<file path="src/sv/cdo_pkg.sv">
`timescale 1ns / 1ps

package cdo_pkg;

  localparam logic [1:0] CMD_LOAD    = 2'd0;
  localparam logic [1:0] CMD_ADD     = 2'd1;
  localparam logic [1:0] CMD_SUB     = 2'd2;
  localparam logic [1:0] CMD_COMPARE = 2'd3;

  localparam logic [1:0] ORD_LESS    = 2'd0;
  localparam logic [1:0] ORD_EQUAL   = 2'd1;
  localparam logic [1:0] ORD_GREATER = 2'd2;

  localparam logic [13:0] YEAR_MIN = 14'd1;
  localparam logic [13:0] YEAR_MAX = 14'd9999;

  localparam logic [3:0] MONTH_JAN = 4'd1;
  localparam logic [3:0] MONTH_FEB = 4'd2;
  localparam logic [3:0] MONTH_DEC = 4'd12;

  localparam logic [4:0] DAYS_LONG = 5'd31;

  // floor(y / 100) is (y * RECIP_100) >> 22 for every 14-bit year.
  localparam logic [15:0] RECIP_100 = 16'd41944;

  typedef enum logic [2:0] {
    ST_IDLE,
    ST_LEAP_A,
    ST_LEAP_B,
    ST_CHECK,
    ST_WALK,
    ST_FINISH
  } state_t;

  typedef struct packed {
    logic [4:0]  day;
    logic [3:0]  month;
    logic [13:0] year;
    logic [11:0] rem;
    logic        done;
    logic        year_chg;
    logic        range_err;
  } step_out_t;

  function automatic logic [4:0] days_in(input logic [3:0] m, input logic leap);
    logic [4:0] len;
    case (m)
      4'd2:    len = leap ? 5'd29 : 5'd28;
      4'd4:    len = 5'd30;
      4'd6:    len = 5'd30;
      4'd9:    len = 5'd30;
      4'd11:   len = 5'd30;
      default: len = 5'd31;
    endcase
    return len;
  endfunction

endpackage

</file>
<file path="src/sv/calendar_date_day_offset.sv">
`timescale 1ns / 1ps
// Channel  Direction  tdata (lowest bit up)                          tuser
// s_*      in         in_day, in_month, in_year, day_count (40 bits)   cmd
// m_*      out        out_day, out_month, out_year, order (32 bits)    range_error
//
// Compare goes from acceptance straight to ST_FINISH, which loads the result register; load first
// passes ST_LEAP_A, ST_LEAP_B and ST_CHECK. Add and subtract pass the leap-year states, then walk
// the months, one per cycle, and rerun the leap-year unit (ST_LEAP_A, ST_LEAP_B) at each year boundary.
// Reset restores the held date to 1 January 2001 and empties the result register.
// s_tready is high only while idle; a waiting result holds in m_tdata until taken.

module calendar_date_day_offset #(
  parameter int MAX_OFFSET = 4095
) (
  input  logic        clk,
  input  logic        rst,
  input  logic        s_tvalid,
  output logic        s_tready,
  input  logic [39:0] s_tdata,   // in_day, in_month, in_year, day_count, zero pad
  input  logic [1:0]  s_tuser,   // cmd
  output logic        m_tvalid,
  input  logic        m_tready,
  output logic [31:0] m_tdata,   // out_day, out_month, out_year, order, zero pad
  output logic        m_tuser    // range_error
);

  localparam logic [16:0] MaxOff = 17'(MAX_OFFSET);

  cdo_pkg::state_t    state;
  cdo_pkg::state_t    state_next;
  cdo_pkg::step_out_t step;

  logic [1:0]  cmd_r;
  logic [4:0]  op_day;
  logic [3:0]  op_month;
  logic [13:0] op_year;
  logic [4:0]  work_day;
  logic [3:0]  work_month;
  logic [13:0] work_year;
  logic [11:0] rem;
  logic        leap_r;
  logic        err_r;
  logic [4:0]  held_day;
  logic [3:0]  held_month;
  logic [13:0] held_year;

  logic [4:0]  in_day;
  logic [3:0]  in_month;
  logic [13:0] in_year;
  logic [11:0] day_count;
  logic [11:0] count_sat;
  logic        leap;
  logic        load_ok;
  logic [1:0]  order;
  logic        out_load;

  assign in_day    = s_tdata[4:0];
  assign in_month  = s_tdata[8:5];
  assign in_year   = s_tdata[22:9];
  assign day_count = s_tdata[34:23];

  cdo_leap u_leap (
    .clk  (clk),
    .year (work_year),
    .leap (leap)
  );

  cdo_step u_step (
    .dir_back (cmd_r == cdo_pkg::CMD_SUB),
    .day      (work_day),
    .month    (work_month),
    .year     (work_year),
    .rem      (rem),
    .leap     (leap_r),
    .res      (step)
  );

  always_comb begin
    s_tready  = (state == cdo_pkg::ST_IDLE);
    count_sat = ({5'b0, day_count} > MaxOff) ? MaxOff[11:0] : day_count;
    out_load  = (state == cdo_pkg::ST_FINISH) && (!m_tvalid || m_tready);

    load_ok = (work_month >= cdo_pkg::MONTH_JAN) && (work_month <= cdo_pkg::MONTH_DEC) &&
              (work_year >= cdo_pkg::YEAR_MIN) && (work_year <= cdo_pkg::YEAR_MAX) &&
              (work_day != 5'd0) &&
              (work_day <= cdo_pkg::days_in(work_month, leap_r));

    if (held_year != op_year) begin
      order = (held_year < op_year) ? cdo_pkg::ORD_LESS : cdo_pkg::ORD_GREATER;
    end else if (held_month != op_month) begin
      order = (held_month < op_month) ? cdo_pkg::ORD_LESS : cdo_pkg::ORD_GREATER;
    end else if (held_day != op_day) begin
      order = (held_day < op_day) ? cdo_pkg::ORD_LESS : cdo_pkg::ORD_GREATER;
    end else begin
      order = cdo_pkg::ORD_EQUAL;
    end

    state_next = state;
    case (state)
      cdo_pkg::ST_IDLE: begin
        if (s_tvalid) begin
          state_next = (s_tuser == cdo_pkg::CMD_COMPARE) ? cdo_pkg::ST_FINISH
                                                         : cdo_pkg::ST_LEAP_A;
        end
      end
      cdo_pkg::ST_LEAP_A: state_next = cdo_pkg::ST_LEAP_B;
      cdo_pkg::ST_LEAP_B: begin
        state_next = (cmd_r == cdo_pkg::CMD_LOAD) ? cdo_pkg::ST_CHECK : cdo_pkg::ST_WALK;
      end
      cdo_pkg::ST_CHECK: state_next = cdo_pkg::ST_FINISH;
      cdo_pkg::ST_WALK: begin
        if (step.range_err || step.done) begin
          state_next = cdo_pkg::ST_FINISH;
        end else if (step.year_chg) begin
          state_next = cdo_pkg::ST_LEAP_A;
        end
      end
      cdo_pkg::ST_FINISH: begin
        if (out_load) begin
          state_next = cdo_pkg::ST_IDLE;
        end
      end
      default: state_next = cdo_pkg::ST_IDLE;
    endcase
  end

  always_ff @(posedge clk) begin
    if (rst) begin
      state      <= cdo_pkg::ST_IDLE;
      m_tvalid   <= 1'b0;
      err_r      <= 1'b0;
      held_day   <= 5'd1;
      held_month <= 4'd1;
      held_year  <= 14'd2001;
    end else begin
      state <= state_next;

      if (out_load) begin
        m_tvalid <= 1'b1;
      end else if (m_tvalid && m_tready) begin
        m_tvalid <= 1'b0;
      end

      case (state)
        cdo_pkg::ST_IDLE: begin
          if (s_tvalid) begin
            cmd_r    <= s_tuser;
            op_day   <= in_day;
            op_month <= in_month;
            op_year  <= in_year;
            rem      <= count_sat;
            err_r    <= 1'b0;
            // A load is checked on a working copy so that a refused date leaves nothing behind.
            if (s_tuser == cdo_pkg::CMD_LOAD) begin
              work_day   <= in_day;
              work_month <= in_month;
              work_year  <= in_year;
            end else begin
              work_day   <= held_day;
              work_month <= held_month;
              work_year  <= held_year;
            end
          end
        end
        cdo_pkg::ST_LEAP_B: leap_r <= leap;
        cdo_pkg::ST_CHECK: begin
          if (load_ok) begin
            held_day   <= work_day;
            held_month <= work_month;
            held_year  <= work_year;
          end else begin
            err_r <= 1'b1;
          end
        end
        cdo_pkg::ST_WALK: begin
          if (step.range_err) begin
            err_r <= 1'b1;
          end else if (step.done) begin
            held_day   <= step.day;
            held_month <= step.month;
            held_year  <= step.year;
          end else begin
            work_day   <= step.day;
            work_month <= step.month;
            work_year  <= step.year;
            rem        <= step.rem;
          end
        end
        default: begin
        end
      endcase
    end
  end

  always_ff @(posedge clk) begin
    if (out_load) begin
      m_tdata <= {7'b0, order, held_year, held_month, held_day};
      m_tuser <= err_r;
    end
  end

endmodule

</file>
<file path="src/sv/cdo_leap.sv">
`timescale 1ns / 1ps

module cdo_leap (
  input  logic        clk,
  input  logic [13:0] year,
  output logic        leap
);

  logic [29:0] prod;
  logic [7:0]  quot;
  logic [13:0] year_r;
  logic [13:0] hundreds;
  logic [13:0] remainder;

  assign prod = {16'b0, year} * {14'b0, cdo_pkg::RECIP_100};

  // The quotient by 100 is registered before it is multiplied back.
  always_ff @(posedge clk) begin
    quot   <= prod[29:22];
    year_r <= year;
  end

  always_comb begin
    hundreds  = {quot, 6'b0} + {1'b0, quot, 5'b0} + {4'b0, quot, 2'b0};
    remainder = year_r - hundreds;
    // A century year is a leap year only when its century count is a multiple of four.
    if (remainder == 14'd0) begin
      leap = (quot[1:0] == 2'b00);
    end else begin
      leap = (year_r[1:0] == 2'b00);
    end
  end

endmodule

</file>
<file path="src/sv/cdo_step.sv">
`timescale 1ns / 1ps

module cdo_step (
  input  logic                 dir_back,
  input  logic [4:0]           day,
  input  logic [3:0]           month,
  input  logic [13:0]          year,
  input  logic [11:0]          rem,
  input  logic                 leap,
  output cdo_pkg::step_out_t   res
);

  logic [4:0]  month_len;
  logic [12:0] sum;
  logic [5:0]  to_next;
  logic [3:0]  month_prev;

  always_comb begin
    month_len  = cdo_pkg::days_in(month, leap);
    sum        = {8'b0, day} + {1'b0, rem};
    to_next    = {1'b0, month_len} - {1'b0, day} + 6'd1;
    month_prev = month - 4'd1;

    res.day       = day;
    res.month     = month;
    res.year      = year;
    res.rem       = rem;
    res.done      = 1'b0;
    res.year_chg  = 1'b0;
    res.range_err = 1'b0;

    if (!dir_back) begin
      if (sum <= {8'b0, month_len}) begin
        res.day  = sum[4:0];
        res.done = 1'b1;
      end else begin
        res.rem = rem - {6'b0, to_next};
        res.day = 5'd1;
        if (month == cdo_pkg::MONTH_DEC) begin
          res.month    = cdo_pkg::MONTH_JAN;
          res.year     = year + 14'd1;
          res.year_chg = 1'b1;
          res.range_err = (year >= cdo_pkg::YEAR_MAX);
        end else begin
          res.month = month + 4'd1;
        end
      end
    end else begin
      if (rem >= {7'b0, day}) begin
        res.rem = rem - {7'b0, day};
        if (month == cdo_pkg::MONTH_JAN) begin
          // December is long in every year, so the leap flag can follow later.
          res.month     = cdo_pkg::MONTH_DEC;
          res.day       = cdo_pkg::DAYS_LONG;
          res.year      = year - 14'd1;
          res.year_chg  = 1'b1;
          res.range_err = (year <= cdo_pkg::YEAR_MIN);
        end else begin
          res.month = month_prev;
          res.day   = cdo_pkg::days_in(month_prev, leap);
        end
      end else begin
        res.day  = day - rem[4:0];
        res.done = 1'b1;
      end
    end
  end

endmodule
</file>
<file path="config.mk">
export PLATFORM = sky130hd
export DESIGN_NAME = calendar_date_day_offset
export DESIGN_NICKNAME = d
export VERILOG_FILES = /design/src/sv/cdo_pkg.sv /design/src/sv/calendar_date_day_offset.sv /design/src/sv/cdo_leap.sv /design/src/sv/cdo_step.sv
export SDC_FILE = /design/constraint.sdc
export NUM_CORES = 1
export LEC_CHECK = 0
export BUFFER_PORTS_ARGS = -buffer_cell sky130_fd_sc_hd__buf_4
export CAP_MARGIN = 20
export CORE_MARGIN = 2
export CORE_UTILIZATION = 25
export CTS_BUF_LIST = sky130_fd_sc_hd__clkbuf_16
export DETAILED_ROUTE_END_ITERATION = 10
export SYNTH_ARGS = -nofsm -noshare
export SYNTH_HDL_FRONTEND = slang
export SYNTH_SLANG_ARGS = --single-unit
</file>
<file path="constraint.sdc">
create_clock -name clk -period 6.74 [get_ports clk]
set_clock_uncertainty 0.1 [all_clocks]
set_input_delay 2.022 -clock clk [delete_from_list [all_inputs] [get_ports clk]]
set_output_delay 2.022 -clock clk [all_outputs]
set_load 0.02 [all_outputs]
</file>
======== Word level (Yosys, flattened, before mapping) ========
Index checks and enable logic that the tools add are counted.
storage, ports and cells
  register bits ........................... 137
  output and inout port bits .............. 35
  word-level logic and storage cells ...... 178
  bits of input ports ..................... 46
cells by class
  eq/ne operators ......................... 33
  reductions and logical operators ........ 30
  muxes and demuxes ....................... 69
  order comparisons ....................... 12
  bitwise operators ....................... 1
  multiply operators ...................... 1
  add/subtract/negate cells ............... 13
operators with widths
  kind                                                                                  count
  14-bit 2-to-1 mux                                                                     9
  30-bit 2-to-1 mux                                                                     2
  14-bit case mux with 2 select lines                                                   2
  5-bit 2-to-1 mux                                                                      9
  5-bit case mux with 2 select lines                                                    4
  38-bit 2-to-1 mux                                                                     1
  12-bit 2-to-1 mux                                                                     3
  4-bit 2-to-1 mux                                                                      8
  14-bit by 13-bit multiplier with 27-bit output, second input constant                 1
  12-bit case mux with 2 select lines                                                   1
  4-bit equality test, second input constant                                            5
  2-bit 2-to-1 mux                                                                      10
  3-bit 2-to-1 mux                                                                      6
  3-bit case mux with 6 select lines                                                    1
  4-bit by 3-bit equality test with 1-bit output, second input constant                 4
  2-bit inequality test, second input constant                                          8
  4-bit case mux with 2 select lines                                                    2
  14-bit by 1-bit adder with 14-bit output, second input constant                       1
  14-bit by 10-bit adder with 14-bit output                                             1
  14-bit by 13-bit adder with 14-bit output                                             1
  14-bit by 1-bit greater-or-equal comparator with 1-bit output, second input constant  1
  14-bit greater-or-equal comparator, second input constant                             1
  14-bit by 1-bit <= comparator with 1-bit output, second input constant                1
  14-bit <= comparator, second input constant                                           1
  48 further kinds                                                                      76

======== Depth between registers and ports, before layout ========
  depth in word-level cells ............... 11
  gate-level depth with buffers ........... 20
  mapped depth without buffers ............ 19

======== By module ========
From an unflattened synthesis, not the netlist that was laid out.
unflattened totals
  cell total of the unflattened synthesis .. 1,310
  area, all modules ....................... 12,517.0 um^2
by module, submodules not included
  module                    area an instance (um^2)  cells each  instances  sequential area each (um^2)
  calendar_date_day_offset  5,406.4                  466         1          3,173.0
  cdo_leap                  4,558.1                  457         1          440.4
  cdo_step                  2,552.4                  387         1          0.0

======== Least setup slack after synthesis ========
No wires, ideal clock.
  path kind ............................... input-to-reg
  start ................................... input port s_tvalid
  end ..................................... register work_day[0], enable pin
  setup time .............................. 381 ps
  arrival ................................. 5,806 ps
  buffers on the path ..................... 0
  stages .................................. 3
  required time ........................... 6,259 ps
  setup slack ............................. 453 ps
  path through ............................ nor2b_1 -> nor4b_1 -> a31o_1
on the way
  word-level cells in the longest chain between the ends .. 2
RTL lines
  element                                 line                             text
  start, declared                         calendar_date_day_offset.sv:17   input logic s_tvalid,
  2-bit inequality test (no source line)  --
  5-bit AND reduction (no source line)    --
  end signal, assigned                    calendar_date_day_offset.sv:155  work_day <= in_day;
  end signal, assigned                    calendar_date_day_offset.sv:159  work_day <= held_day;
  end signal, assigned                    calendar_date_day_offset.sv:183  work_day <= step.day;
  end, declared                           calendar_date_day_offset.sv:37   logic [4:0] work_day;
Every way passes these cells.
A chain may end at the register's enable or synchronous reset.

======== Final worst setup path ========
  start ................................... register work_year[11]
  end ..................................... register u_leap.quot[5]
on the way
  word-level cells in the longest chain between the ends .. 1
RTL lines
  element                                         line                             text
  start, declared                                 calendar_date_day_offset.sv:39   logic [13:0] work_year;
  start signal, assigned                          calendar_date_day_offset.sv:157  work_year <= in_year;
  start signal, assigned                          calendar_date_day_offset.sv:161  work_year <= held_year;
  start signal, assigned                          calendar_date_day_offset.sv:185  work_year <= step.year;
  14-bit by 13-bit multiplier with 27-bit output  cdo_leap.sv:15                   assign prod = {16'b0, year} * {14'b0, cdo_pkg::RECIP_100};
  via u_leap.prod[27]                             cdo_leap.sv:9                    logic [29:0] prod;
  end signal, assigned                            cdo_leap.sv:19                   quot <= prod[29:22];
  end, declared                                   cdo_leap.sv:10                   logic [7:0] quot;
The timed path passes the listed nets, and every way through them passes these cells.

==> reports/metrics.cfg <==
[final_layout]
area_growth_pct=14.6
n_fill_cell=5109
antenna_cells=0
drive_above_1_share_pct=9.74
fin_nets=1662

[timing]
relSlewSlack_pct=36.4
worst_slack_ns=1.18
tightest_slew_ns=0.930
slew_violations=0
fmax_mhz=180
setup_tns_ns=0
setup_violations=0
rsz0062_at_grt=false
period_minus_slack_ns=5.56
hold_viol_final=0
post-route-period-util_pct=82.5

[route]
dr.pass1.iters=7
drt_wl_total_um=31000
avgRoutedWirePerCell_um=15.4
drcViolationCount=0
vias=9349
viasPerCell=4.65
route.antenna.remaining_nets=0
dr.first_iter.drc_count=521

[floorplanning]
coreArea_um2=49000
die_h_um=227
dieArea_um2=51400
die_x_um=227
start_util_pct=25.3
num_rows=81
ioPinCount=81

[critical_path]
crit_slowest_cell=edfxtp_1
critPathMaxFanout=12
required_ns=6.96
cp-start-kind=register
startpoint=work_year[11]$_DFFE_PP_
arrival_ns=5.78
rr_worst_depth=19
cp-end-kind=register
r2r_slack_ns=1.18
r2r_end=u_leap.quot[5]$_DFF_P_
path_class=reg2reg
crit_end=u_leap.quot[5]$_DFF_P_
max_stage_delay_ns=0.82
path_cells=fa_1, ha_1, inv_1, fa_1, inv_1, fa_1, inv_1, fa_1, inv_1, ha_1, a21o_1, a21o_1, a21oi_1, nand3_1, a2bb2oi_1, a21oi_1, o21ba_2, o21ba_2, xnor2_1
crit-reg2reg-launch=work_year[11]$_DFFE_PP_

[job]
cap_violations=0

[synthesis]
yosysUniqueCellTypes=79
yosysWarnings=0
synth-seq-cells=137
yosysMostFrequentCell=ha_1
netlist_instances=1273
syn_area_um2=12400
yosys.area.top_type_share_pct=21.1
synth_edf_count=87
synth_top_area_cell=edfxtp_1
synth-main-ff-cell=edfxtp_1
synth_top_cells_by_area=edfxtp_1, ha_1, fa_1
synth_common_cells=ha_1, inv_1, nand2_1
async_reset_ff_share_pct=0
synth_area_per_cell_um2=9.74
synth.yosys.seq_area_share_pct=29.1

[pwr]
ir_drop_v=0.000187
powerDensity_nw_per_um2=344
p_leak_nw=6.27

[clock_network]
cts_tree=done
clk_latency_ns=0.44
cts_resized=0
hold_buffers=0
post-cts-setup-buffer-count=0
cts.sink_count=137
cts_root_buf=clkbuf_16
htreeDepth=4
cts_buffers=17
cts.path.max_buffers=2
path_clk_slew_ns=0.06

[grt]
grt_usage_pct=12.6
grt_max_degree=67
grt_first_pass_wirelength_um=50500
first_global_vias=9508
antenna_found_initial=4
grt-ovfl-total=0

[placement]
pre_cts_slack_ns=1.16
routabilityCongestion=0.865
place_hpwl_um=24400
port-buffer-count=68

[outcome]
outcome=finished clean

[worst_hold_path]
hold_path_class=reg2reg

==> layout by cell type (no fill, tap or decap), types with 6 or more instances in the layout <==
| cell type | count |
|---|---|
| nor2b_1 | 11 |
| o21ai_1 | 17 |
| clkbuf_16 | 18 |
| a32oi_1 | 6 |
| o21bai_1 | 6 |
| nor2_1 | 70 |
| a211oi_1 | 9 |
| a22o_1 | 6 |
| fa_1 | 79 |
| o211ai_1 | 7 |
| nand3_1 | 18 |
| nand4_1 | 10 |
| o21a_1 | 14 |
| dfxtp_1 | 50 |
| conb_1 | 7 |
| buf_4 | 81 |
| edfxtp_1 | 87 |
| a31oi_1 | 17 |
| and2_1 | 7 |
| o21ai_0 | 36 |
| nor3_1 | 26 |
| inv_1 | 188 |
| a21o_1 | 15 |
| xnor2_1 | 32 |
| a21oi_1 | 47 |
| xor2_1 | 10 |
| ha_1 | 205 |
| mux2i_1 | 7 |
| and3_1 | 18 |
| nand2b_1 | 12 |
| nand2_1 | 106 |
==> final cells by class <==
| class | count | area, um2 | area share, % |
|---|---|---|---|
| Clock buffer | 18 | 450 | 3.17 |
| Clock inverter | 14 | 105 | 0.739 |
| Inverter | 187 | 702 | 4.94 |
| Multi-Input combinational cell | 907 | 7900 | 55.6 |
| Sequential cell | 137 | 3610 | 25.4 |
| Tap cell | 664 | 831 | 5.84 |
| Timing Repair Buffer | 82 | 612 | 4.30 |
==> through the flow <==
step / cell area (um2) / cells / hold slack [ns] / total power (W) / utilization [%]
after global routing: 14200 / 2009 / 0.381 / 0.00549 / 29.0
after detailed placement: 13700 / 1977 / 0.349 / 0.00403 / 27.9
after floorplan: 12400 / 1279 / 0.308 / 0.00332 / -
final: 14200 / 2009 / 0.362 / 0.00489 / 29.0
after global placement: 13700 / 1976 / 0.351 / 0.00395 / 27.9
after CTS: 14200 / 2009 / 0.363 / 0.00496 / 29.0
==> registers in the layout (all words and copies together), names as in the netlist, 2 cells and up <==
signal	count
held_month	4
u_leap.quot	8
op_month	4
cmd_r	2
work_day	5
state	3
op_day	5
op_year	14
u_leap.year_r	14
work_year	14
work_month	4
held_day	5
rem	12
held_year	14
m_tdata	25
==> worst min path at each step <==
stage | slack (ns) | from | to | cells after the start
detailed placement | 0.35 | held_year[0]$_SDFFE_PP1P_ | m_tdata[9]$_DFFE_PP_ | 0
floorplan | 0.31 | held_year[0]$_SDFFE_PP1P_ | m_tdata[9]$_DFFE_PP_ | 0
finish | 0.36 | held_year[0]$_SDFFE_PP1P_ | m_tdata[9]$_DFFE_PP_ | 0
global placement | 0.35 | held_year[0]$_SDFFE_PP1P_ | m_tdata[9]$_DFFE_PP_ | 0
global route | 0.38 | held_year[0]$_SDFFE_PP1P_ | m_tdata[9]$_DFFE_PP_ | 0
CTS | 0.36 | held_year[0]$_SDFFE_PP1P_ | m_tdata[9]$_DFFE_PP_ | 0
==> layer usage <==
layer	up-vias	track usage (%)	share of wire, %
met3	54	2.90	5.7
met2	273	20.4	46
met4	8	5.01	2.8
met1	4493	16.2	45
li1	4521	-	-
met5	-	0	0.18
==> where the power goes <==
part           total [W]  internal (W)  switching, W
registers        0.00109      0.000991      0.000100
logic            0.00291       0.00130       0.00161
clock network   0.000890      0.000521      0.000368
total            0.00489       0.00281       0.00208
==> critical path, delay by kind of cell (launching register included) <==
kind            cells  cell delay (ns)
flops               1             0.82
buf+inv             4             0.21
fa+ha+maj           6             2.66
xor+xnor            1             0.12
compound gates      7             1.44
simple gates        1             0.07
==> cell families after synthesis <==
kind of cell    Yosys count  share of synthesized area, %
simple gates            313                          12.2
fa+ha+maj               285                          33.5
compound gates          251                          13.9
buf+inv                 235                          7.49
flops                   137                          29.1
xor+xnor                 42                          2.97
mux                       9                         0.746
other cells               1                        0.0302
Note: power is estimated with default switching activity, not from simulation.
